--- config.mk ---
export PLATFORM = sky130hd
export DESIGN_NAME = running_median_filter_flat
export DESIGN_NICKNAME = d
export VERILOG_FILES = /design/src/sv/rmf_pkg.sv /design/src/sv/rmf_if.sv /design/src/sv/rmf_window.sv /design/src/sv/rmf_select.sv /design/src/sv/running_median_filter.sv /design/src/flat_wrapper.sv
export SDC_FILE = /design/constraint.sdc
export NUM_CORES = 1
export LEC_CHECK = 0
export ABC_AREA = 1
export BUFFER_PORTS_ARGS = -buffer_cell sky130_fd_sc_hd__buf_2
export CAP_MARGIN = 10
export CORE_ASPECT_RATIO = 0.7
export CORE_MARGIN = 8
export CORE_UTILIZATION = 40
export CTS_CLUSTER_DIAMETER = 150
export DETAILED_ROUTE_END_ITERATION = 8
export PLACE_DENSITY = 0.64
export SKIP_CTS_REPAIR_TIMING = 1
export SLEW_MARGIN = 0
export SYNTH_ARGS = -nofsm -noshare
export SYNTH_HDL_FRONTEND = slang
export SYNTH_SLANG_ARGS = --single-unit
export TNS_END_PERCENT = 5
--- constraint.sdc ---
create_clock -name clk -period 3.6 [get_ports clk]
set_input_delay 0.72 -clock clk [delete_from_list [all_inputs] [get_ports clk]]
set_output_delay 0.72 -clock clk [all_outputs]
set_load 0.005 [all_outputs]
--- src/sv/rmf_pkg.sv ---
// Shared constants and types for the running median filter.
package rmf_pkg;

    localparam int SAMPLE_W        = 18;
    localparam int MEDIAN_W        = 18;
    localparam int WINDOW_SIZE_DEF = 8;
    localparam int SAMPLE_BITS_DEF = 18;

    typedef struct packed {
        logic load;
        logic shift;
    } ctrl_t;

endpackage

--- src/sv/rmf_if.sv ---
// Valid/ready channel interfaces for sample and median transfers.
interface rmf_sample_if;
    logic                           valid;
    logic                           ready;
    logic [rmf_pkg::SAMPLE_W-1:0]   sample_in;

    modport source (output valid, output sample_in, input ready);
    modport sink   (input valid, input sample_in, output ready);
endinterface

interface rmf_median_if;
    logic                           valid;
    logic                           ready;
    logic [rmf_pkg::MEDIAN_W-1:0]   median_out;

    modport source (output valid, output median_out, input ready);
    modport sink   (input valid, input median_out, output ready);
endinterface

--- src/sv/rmf_window.sv ---
// Circular sample window held as rotating shift registers, MSB presented first.
module rmf_window #(
    parameter int WINDOW_SIZE = rmf_pkg::WINDOW_SIZE_DEF,
    parameter int SAMPLE_BITS = rmf_pkg::SAMPLE_BITS_DEF,
    parameter int POS_W       = (WINDOW_SIZE > 1) ? $clog2(WINDOW_SIZE) : 1
) (
    input  logic                    clk,
    input  rmf_pkg::ctrl_t          ctrl,
    input  logic [POS_W-1:0]        load_pos,
    input  logic [SAMPLE_BITS-1:0]  load_data,
    output logic [WINDOW_SIZE-1:0]  msb
);

    logic [SAMPLE_BITS-1:0] entry_reg [WINDOW_SIZE];

    always_ff @(posedge clk)
    begin
        for (int i = 0; i < WINDOW_SIZE; i++)
        begin
            if (ctrl.load && load_pos == POS_W'(i))
            begin
                entry_reg[i] <= load_data;
            end
            else if (ctrl.shift)
            begin
                entry_reg[i] <= {entry_reg[i][SAMPLE_BITS-2:0], entry_reg[i][SAMPLE_BITS-1]};
            end
        end
    end

    always_comb
    begin
        for (int i = 0; i < WINDOW_SIZE; i++)
        begin
            msb[i] = entry_reg[i][SAMPLE_BITS-1];
        end
    end

endmodule

--- src/sv/rmf_select.sv ---
// Bit-serial MSB-first rank selection of the two middle order statistics.
module rmf_select #(
    parameter int WINDOW_SIZE = rmf_pkg::WINDOW_SIZE_DEF,
    parameter int SAMPLE_BITS = rmf_pkg::SAMPLE_BITS_DEF,
    parameter int CNT_W       = $clog2(WINDOW_SIZE + 1)
) (
    input  logic                    clk,
    input  logic                    rst_n,
    input  rmf_pkg::ctrl_t          ctrl,
    input  logic [WINDOW_SIZE-1:0]  active_init,
    input  logic [CNT_W-1:0]        k_lo_init,
    input  logic [CNT_W-1:0]        k_hi_init,
    input  logic [WINDOW_SIZE-1:0]  msb,
    output logic [SAMPLE_BITS-1:0]  median
);

    logic [WINDOW_SIZE-1:0] act_lo_reg, act_lo_next;
    logic [WINDOW_SIZE-1:0] act_hi_reg, act_hi_next;
    logic [CNT_W-1:0]       k_lo_reg, k_lo_next;
    logic [CNT_W-1:0]       k_hi_reg, k_hi_next;
    logic [SAMPLE_BITS-1:0] res_lo_reg, res_lo_next;
    logic [SAMPLE_BITS-1:0] res_hi_reg, res_hi_next;
    logic [CNT_W-1:0]       zeros_lo, zeros_hi;
    logic                   bit_lo, bit_hi;
    logic [SAMPLE_BITS:0]   sum;

    // count of active candidates whose current bit is zero
    always_comb
    begin
        zeros_lo = '0;
        zeros_hi = '0;
        for (int i = 0; i < WINDOW_SIZE; i++)
        begin
            zeros_lo = zeros_lo + CNT_W'(act_lo_reg[i] & ~msb[i]);
            zeros_hi = zeros_hi + CNT_W'(act_hi_reg[i] & ~msb[i]);
        end
        bit_lo = (k_lo_reg >= zeros_lo);
        bit_hi = (k_hi_reg >= zeros_hi);
    end

    always_comb
    begin
        act_lo_next = act_lo_reg;
        act_hi_next = act_hi_reg;
        k_lo_next   = k_lo_reg;
        k_hi_next   = k_hi_reg;
        res_lo_next = res_lo_reg;
        res_hi_next = res_hi_reg;
        if (ctrl.load)
        begin
            act_lo_next = active_init;
            act_hi_next = active_init;
            k_lo_next   = k_lo_init;
            k_hi_next   = k_hi_init;
        end
        else if (ctrl.shift)
        begin
            act_lo_next = bit_lo ? (act_lo_reg & msb) : (act_lo_reg & ~msb);
            act_hi_next = bit_hi ? (act_hi_reg & msb) : (act_hi_reg & ~msb);
            k_lo_next   = bit_lo ? (k_lo_reg - zeros_lo) : k_lo_reg;
            k_hi_next   = bit_hi ? (k_hi_reg - zeros_hi) : k_hi_reg;
            res_lo_next = {res_lo_reg[SAMPLE_BITS-2:0], bit_lo};
            res_hi_next = {res_hi_reg[SAMPLE_BITS-2:0], bit_hi};
        end
    end

    always_ff @(posedge clk or negedge rst_n)
    begin
        if (!rst_n)
        begin
            act_lo_reg <= '0;
            act_hi_reg <= '0;
            k_lo_reg   <= '0;
            k_hi_reg   <= '0;
        end
        else
        begin
            act_lo_reg <= act_lo_next;
            act_hi_reg <= act_hi_next;
            k_lo_reg   <= k_lo_next;
            k_hi_reg   <= k_hi_next;
        end
    end

    always_ff @(posedge clk)
    begin
        res_lo_reg <= res_lo_next;
        res_hi_reg <= res_hi_next;
    end

    // equal ranks for an odd count, so the mean is the value itself
    assign sum    = {1'b0, res_lo_reg} + {1'b0, res_hi_reg};
    assign median = sum[SAMPLE_BITS:1];

endmodule

--- src/sv/running_median_filter.sv ---
// Running median filter: one median transfer for every sample transfer, over
// the last WINDOW_SIZE samples (or all samples so far while the window fills).
// Each accepted sample is loaded into the window and the median is found by a
// rank search that walks the window's shift registers one sample bit per cycle,
// MSB first, tracking both middle ranks at once, then registered as the result.
// A new sample is accepted as soon as the search is free, once the previous
// median has entered the output register; a finished median waits in the output
// register until taken, holding the search only if the next result is ready first.
module running_median_filter #(
    parameter int WINDOW_SIZE = rmf_pkg::WINDOW_SIZE_DEF,
    parameter int SAMPLE_BITS = rmf_pkg::SAMPLE_BITS_DEF
) (
    input  logic                clk,
    input  logic                rst_n,
    rmf_sample_if.sink          sample_ch,
    rmf_median_if.source        median_ch
);

    localparam int POS_W = (WINDOW_SIZE > 1) ? $clog2(WINDOW_SIZE) : 1;
    localparam int CNT_W = $clog2(WINDOW_SIZE + 1);
    localparam int BC_W  = $clog2(SAMPLE_BITS);

    localparam logic [1:0] S_IDLE = 2'd0;
    localparam logic [1:0] S_RUN  = 2'd1;
    localparam logic [1:0] S_DONE = 2'd2;

    logic [1:0]                  state_reg, state_next;
    logic [BC_W-1:0]             bit_cnt_reg, bit_cnt_next;
    logic [POS_W-1:0]            write_pos_reg, write_pos_next;
    logic [CNT_W-1:0]            fill_reg, fill_next;
    logic                        out_valid_reg, out_valid_next;
    logic [rmf_pkg::MEDIAN_W-1:0] median_reg, median_next;

    rmf_pkg::ctrl_t              ctrl;
    logic                        accept;
    logic [SAMPLE_BITS-1:0]      load_data;
    logic [WINDOW_SIZE-1:0]      active_init;
    logic [CNT_W-1:0]            fill_inc;
    logic [CNT_W-1:0]            k_lo_init, k_hi_init;
    logic [WINDOW_SIZE-1:0]      msb;
    logic [SAMPLE_BITS-1:0]      median;

    assign sample_ch.ready      = (state_reg == S_IDLE);
    assign accept               = sample_ch.valid && sample_ch.ready;
    assign median_ch.valid      = out_valid_reg;
    assign median_ch.median_out = median_reg;

    always_comb
    begin
        load_data = '0;
        for (int i = 0; i < SAMPLE_BITS; i++)
        begin
            if (i < rmf_pkg::SAMPLE_W)
            begin
                load_data[i] = sample_ch.sample_in[i];
            end
        end
    end

    assign fill_inc  = (fill_reg == CNT_W'(WINDOW_SIZE)) ? fill_reg : fill_reg + 1'b1;
    assign k_lo_init = (fill_inc - 1'b1) >> 1;
    assign k_hi_init = fill_inc >> 1;

    always_comb
    begin
        for (int i = 0; i < WINDOW_SIZE; i++)
        begin
            active_init[i] = (CNT_W'(i) < fill_inc);
        end
    end

    always_comb
    begin
        state_next     = state_reg;
        bit_cnt_next   = bit_cnt_reg;
        write_pos_next = write_pos_reg;
        fill_next      = fill_reg;
        out_valid_next = out_valid_reg;
        median_next    = median_reg;
        ctrl.load      = 1'b0;
        ctrl.shift     = 1'b0;

        if (median_ch.valid && median_ch.ready)
        begin
            out_valid_next = 1'b0;
        end

        case (state_reg)
            S_IDLE:
            begin
                if (accept)
                begin
                    ctrl.load      = 1'b1;
                    fill_next      = fill_inc;
                    write_pos_next = (write_pos_reg == POS_W'(WINDOW_SIZE - 1)) ?
                                     '0 : write_pos_reg + 1'b1;
                    bit_cnt_next   = '0;
                    state_next     = S_RUN;
                end
            end
            S_RUN:
            begin
                ctrl.shift   = 1'b1;
                bit_cnt_next = bit_cnt_reg + 1'b1;
                if (bit_cnt_reg == BC_W'(SAMPLE_BITS - 1))
                begin
                    state_next = S_DONE;
                end
            end
            S_DONE:
            begin
                if (!out_valid_next)
                begin
                    median_next = '0;
                    for (int i = 0; i < rmf_pkg::MEDIAN_W; i++)
                    begin
                        if (i < SAMPLE_BITS)
                        begin
                            median_next[i] = median[i];
                        end
                    end
                    out_valid_next = 1'b1;
                    state_next     = S_IDLE;
                end
            end
            default:
            begin
                state_next = S_IDLE;
            end
        endcase
    end

    always_ff @(posedge clk or negedge rst_n)
    begin
        if (!rst_n)
        begin
            state_reg     <= S_IDLE;
            bit_cnt_reg   <= '0;
            write_pos_reg <= '0;
            fill_reg      <= '0;
            out_valid_reg <= 1'b0;
        end
        else
        begin
            state_reg     <= state_next;
            bit_cnt_reg   <= bit_cnt_next;
            write_pos_reg <= write_pos_next;
            fill_reg      <= fill_next;
            out_valid_reg <= out_valid_next;
        end
    end

    always_ff @(posedge clk)
    begin
        median_reg <= median_next;
    end

    rmf_window #(
        .WINDOW_SIZE (WINDOW_SIZE),
        .SAMPLE_BITS (SAMPLE_BITS),
        .POS_W       (POS_W)
    ) u_window (
        .clk       (clk),
        .ctrl      (ctrl),
        .load_pos  (write_pos_reg),
        .load_data (load_data),
        .msb       (msb)
    );

    rmf_select #(
        .WINDOW_SIZE (WINDOW_SIZE),
        .SAMPLE_BITS (SAMPLE_BITS),
        .CNT_W       (CNT_W)
    ) u_select (
        .clk         (clk),
        .rst_n       (rst_n),
        .ctrl        (ctrl),
        .active_init (active_init),
        .k_lo_init   (k_lo_init),
        .k_hi_init   (k_hi_init),
        .msb         (msb),
        .median      (median)
    );

endmodule
--- src/flat_wrapper.sv ---
// flat-port wrapper written by rule: the top's interface ports become plain ports
module running_median_filter_flat 
#(
    parameter int WINDOW_SIZE = rmf_pkg::WINDOW_SIZE_DEF,
    parameter int SAMPLE_BITS = rmf_pkg::SAMPLE_BITS_DEF
)
  (clk, rst_n, sample_ch_valid, sample_ch_sample_in, sample_ch_ready, median_ch_valid, median_ch_median_out, median_ch_ready);
  rmf_sample_if sample_ch_i ();
  rmf_median_if median_ch_i ();
  input  logic clk;
  input  logic rst_n;
  input wire logic [$bits(sample_ch_i.valid)-1:0] sample_ch_valid;
  input wire logic [$bits(sample_ch_i.sample_in)-1:0] sample_ch_sample_in;
  output wire logic [$bits(sample_ch_i.ready)-1:0] sample_ch_ready;
  output wire logic [$bits(median_ch_i.valid)-1:0] median_ch_valid;
  output wire logic [$bits(median_ch_i.median_out)-1:0] median_ch_median_out;
  input wire logic [$bits(median_ch_i.ready)-1:0] median_ch_ready;
  assign sample_ch_i.valid = sample_ch_valid;
  assign sample_ch_i.sample_in = sample_ch_sample_in;
  assign sample_ch_ready = sample_ch_i.ready;
  assign median_ch_valid = median_ch_i.valid;
  assign median_ch_median_out = median_ch_i.median_out;
  assign median_ch_i.ready = median_ch_ready;
  running_median_filter #(.WINDOW_SIZE(WINDOW_SIZE), .SAMPLE_BITS(SAMPLE_BITS)) u_core (.clk(clk), .rst_n(rst_n), .sample_ch(sample_ch_i), .median_ch(median_ch_i));
endmodule
==> results.cfg <==
[route]
drc = 0
wl_per_cell_microns = 14.4
via_per_inst = 4.84
dr.first_iter.drc_count = 567
antenna_left = 0
vias = 7428
drtPass1Iterations = 5
routed_wl_microns = 22100

[power]
internal_power_uw = 8520
clkPwrFrac_pct = 16.3
power_density_nw_per_um2 = 1090
switching_power_uw = 5420
seqPwrFrac_pct = 39.8
irDropWorstVdd_mv = 0.473
pwr-share-comb_pct = 43.9
p_sw_share_pct = 38.9
leakagePower_uw = 0.00591

[setup_path]
rr_startpoint = u_core.u_window.entry_reg[1][53]
reg2reg_slack_ns = -0.43
startpoint_type = flip-flop
reg2regPathDepth = 19
r2r-end = u_core.u_select.act_hi_reg[6]
cp-end-kind = flip-flop
cp.required_ns = 4.00
path_class = flip-flop to flip-flop
arrival_ns = 4.43
cp_max_fo = 8

[cells_and_area]
drive_gt1_share_pct = 13.2
finalInstanceArea_sq_um = 12800
syn_to_final_growth_pct = 15.4
diodes = 0
largest_reg_flops = 144
nFillCells = 2527
final_cells = 1534
finalNetCount = 1224

[flow_run]
max_cap_viol_count = 0

[global_routing]
grt_pass1_wl_microns = 36500
track_usage_pct = 13.1
grt_pass1_vias = 7019
grt_overflow = 0
antenna_found_initial = 0
grt_start_max_net_pins = 87

[yosys]
synthFlopType = edfxtp_1
synth_sequential_area_ratio_pct = 62.5
syn-instance-count = 1068
yosysTopAreaCellShare_pct = 53.7
synth.avg_cell_area_sq_um = 10.4
synthTopCellsByCount = nand2_1, edfxtp_1, inv_1, nand3_1, ha_1
yosys_warnings = 0
post-synth-top-count-cell = nand2_1
synth_edf_count = 198
synth_cell_type_count = 33
yosysTopAreaCell = edfxtp_1
synthesis.area_sq_um = 11100
synthArstFlopShare_pct = 16.5
ys_top_cells_by_area = edfxtp_1, nand2_1, dfrtp_1, ha_1, inv_1
synthesis.nets = 1146
synth_seq_cells = 237

[clock_network]
worstSkewPairLatency_ns = 0.51
cts_tree = yes
clock-root-buffer = clkbuf_16
cts_sinks = 237
htree_levels = 1
cts_buffers = 24
cts_buffer_depth = 3
clkTransAtPathRegs_ns = 0.06

[floorplan]
die_h_microns = 155
coreArea_sq_um = 27500
row_count = 51
initial_core_util_pct = 40.3
io_pins = 42
die_w_microns = 215
dieArea_sq_um = 33400

[place]
dp_cells = 1488
place_area_sq_um = 12000
dp_hpwl_microns = 14800
gp_congestion = 0.860
io_buffers = 41

[status]
status = complete, but fails checks
failed_checks = negative setup slack

[timing]
worst_pin_slew_ns = 0.945
finalHoldViolCount = 0
finalSetupViolations = 26
clock.fmax_mhz = 248
fin_skew_ns = 0.0168
period_needed_ns = 4.03
rsz0062_at_grt = yes
finalCritPeriodShare_pct = 112
setup_ws_ns = -0.430
maxSlewHeadroom_pct = 37.0
slew_violations = 0

[worst_hold_path]
hold_class = input port to async pin
cell usage in the layout (no fill, tap or decap), types with 3 or more instances in the layout:
| cell | n |
|---|---|
| a21oi_1 | 27 |
| buf_2 | 41 |
| buf_4 | 36 |
| buf_6 | 3 |
| clkbuf_1 | 8 |
| clkbuf_16 | 25 |
| clkinv_1 | 4 |
| clkinv_2 | 5 |
| dfrtp_1 | 39 |
| edfxtp_1 | 198 |
| fa_1 | 8 |
| fa_2 | 3 |
| ha_1 | 43 |
| inv_1 | 88 |
| inv_2 | 7 |
| nand2_1 | 416 |
| nand2_2 | 3 |
| nand2_4 | 3 |
| nand3_1 | 61 |
| nand3_2 | 3 |
| nand4_1 | 14 |
| nor2_1 | 30 |
| nor2_2 | 4 |
| o21ai_0 | 37 |
| o21ai_1 | 10 |
| o31ai_4 | 6 |
| xnor2_1 | 4 |
| xor2_1 | 12 |
worst max-delay path: stages (launching register included):
cell and delay [ns]:
edfxtp_1 0.42, buf_6 0.13, nor2_4 0.03, fa_1 0.54
inv_2 0.04, fa_1 0.51, fa_1 0.41, inv_1 0.07
ha_2 0.18, inv_2 0.04, fa_1 0.48, ha_1 0.32
nand2_1 0.05, nand2_1 0.08, nand3_2 0.09, nand2_4 0.12
buf_6 0.15, nand3_1 0.08, nand4_1 0.10, nand2_1 0.07
metrics by stage:
step                hold WS (ns)  TNS, ns  setup slack (ns)  utilization (%)  total power, uW
finish                     0.350   -10.25            -0.430             46.4            13900
global route               0.405   -14.11            -0.583             46.4            15100
CTS                        0.379   -11.09            -0.485             46.1            13900
detailed placement         0.439   -10.40            -0.471             43.6            11500
global placement           0.436    -9.20            -0.408             43.6            11400
floorplan                  0.424    -3.88            -0.170                -             9740
layer usage:
layer	global-route usage [%]	share of wire (%)	up-vias	wire length (microns)
li1	-	-	3715	-
met1	19.7	51	3552	11400
met2	19.4	42	134	9300
met3	2.50	4.7	27	1030
met4	2.87	1.8	0	392
met5	0	0	-	0
cell families (layout without fill, tap and decap cells):
family / after synthesis / count (layout) / synth area share [%]
and+or+nand+nor: 540 / 540 / 19.6
DFF: 237 / 237 / 62.5
buffers and inverters: 129 / 224 / 5.15
AOI/OAI and AO/OA: 90 / 90 / 4.37
adders and majority gates: 56 / 56 / 7.07
xor gates and xnor gates: 16 / 16 / 1.27
power by group through the flow:
stage          combinational [uW]  sequential (uW)  clock (uW)
2_1_floorplan                4290             5450           0
3_3_place_gp                 5860             5570           0
3_5_place_dp                 5960             5590           0
4_1_cts                      6010             5560        2330
5_1_grt                      7000             5700        2430
6_report                     6120             5550        2270
cell type report:
class	instances	area, sq um	area share (%)
clock buffer	33	656	5.13
clock inverter	10	48.8	0.382
inverter	99	388	3.04
multi-input combinational	702	3750	29.3
sequential	237	6920	54.2
tap	371	464	3.63
timing repair buffer	82	549	4.30
worst max path at each step:
stage,startpoint,end,slack (ns),depth (start not counted)
floorplan,u_core.u_window.entry_reg[1][71],u_core.u_select.k_lo_reg[0],-0.17,19
CTS,u_core.u_window.entry_reg[1][53],u_core.u_select.act_hi_reg[4],-0.49,18
global placement,u_core.u_window.entry_reg[1][17],u_core.u_select.act_lo_reg[2],-0.41,18
global route,u_core.u_window.entry_reg[1][53],u_core.u_select.act_hi_reg[3],-0.58,19
finish,u_core.u_window.entry_reg[1][53],u_core.u_select.act_hi_reg[6],-0.43,19
detailed placement,u_core.u_window.entry_reg[1][53],u_core.u_select.act_hi_reg[4],-0.47,18
Power figures use the tool's default switching activity.
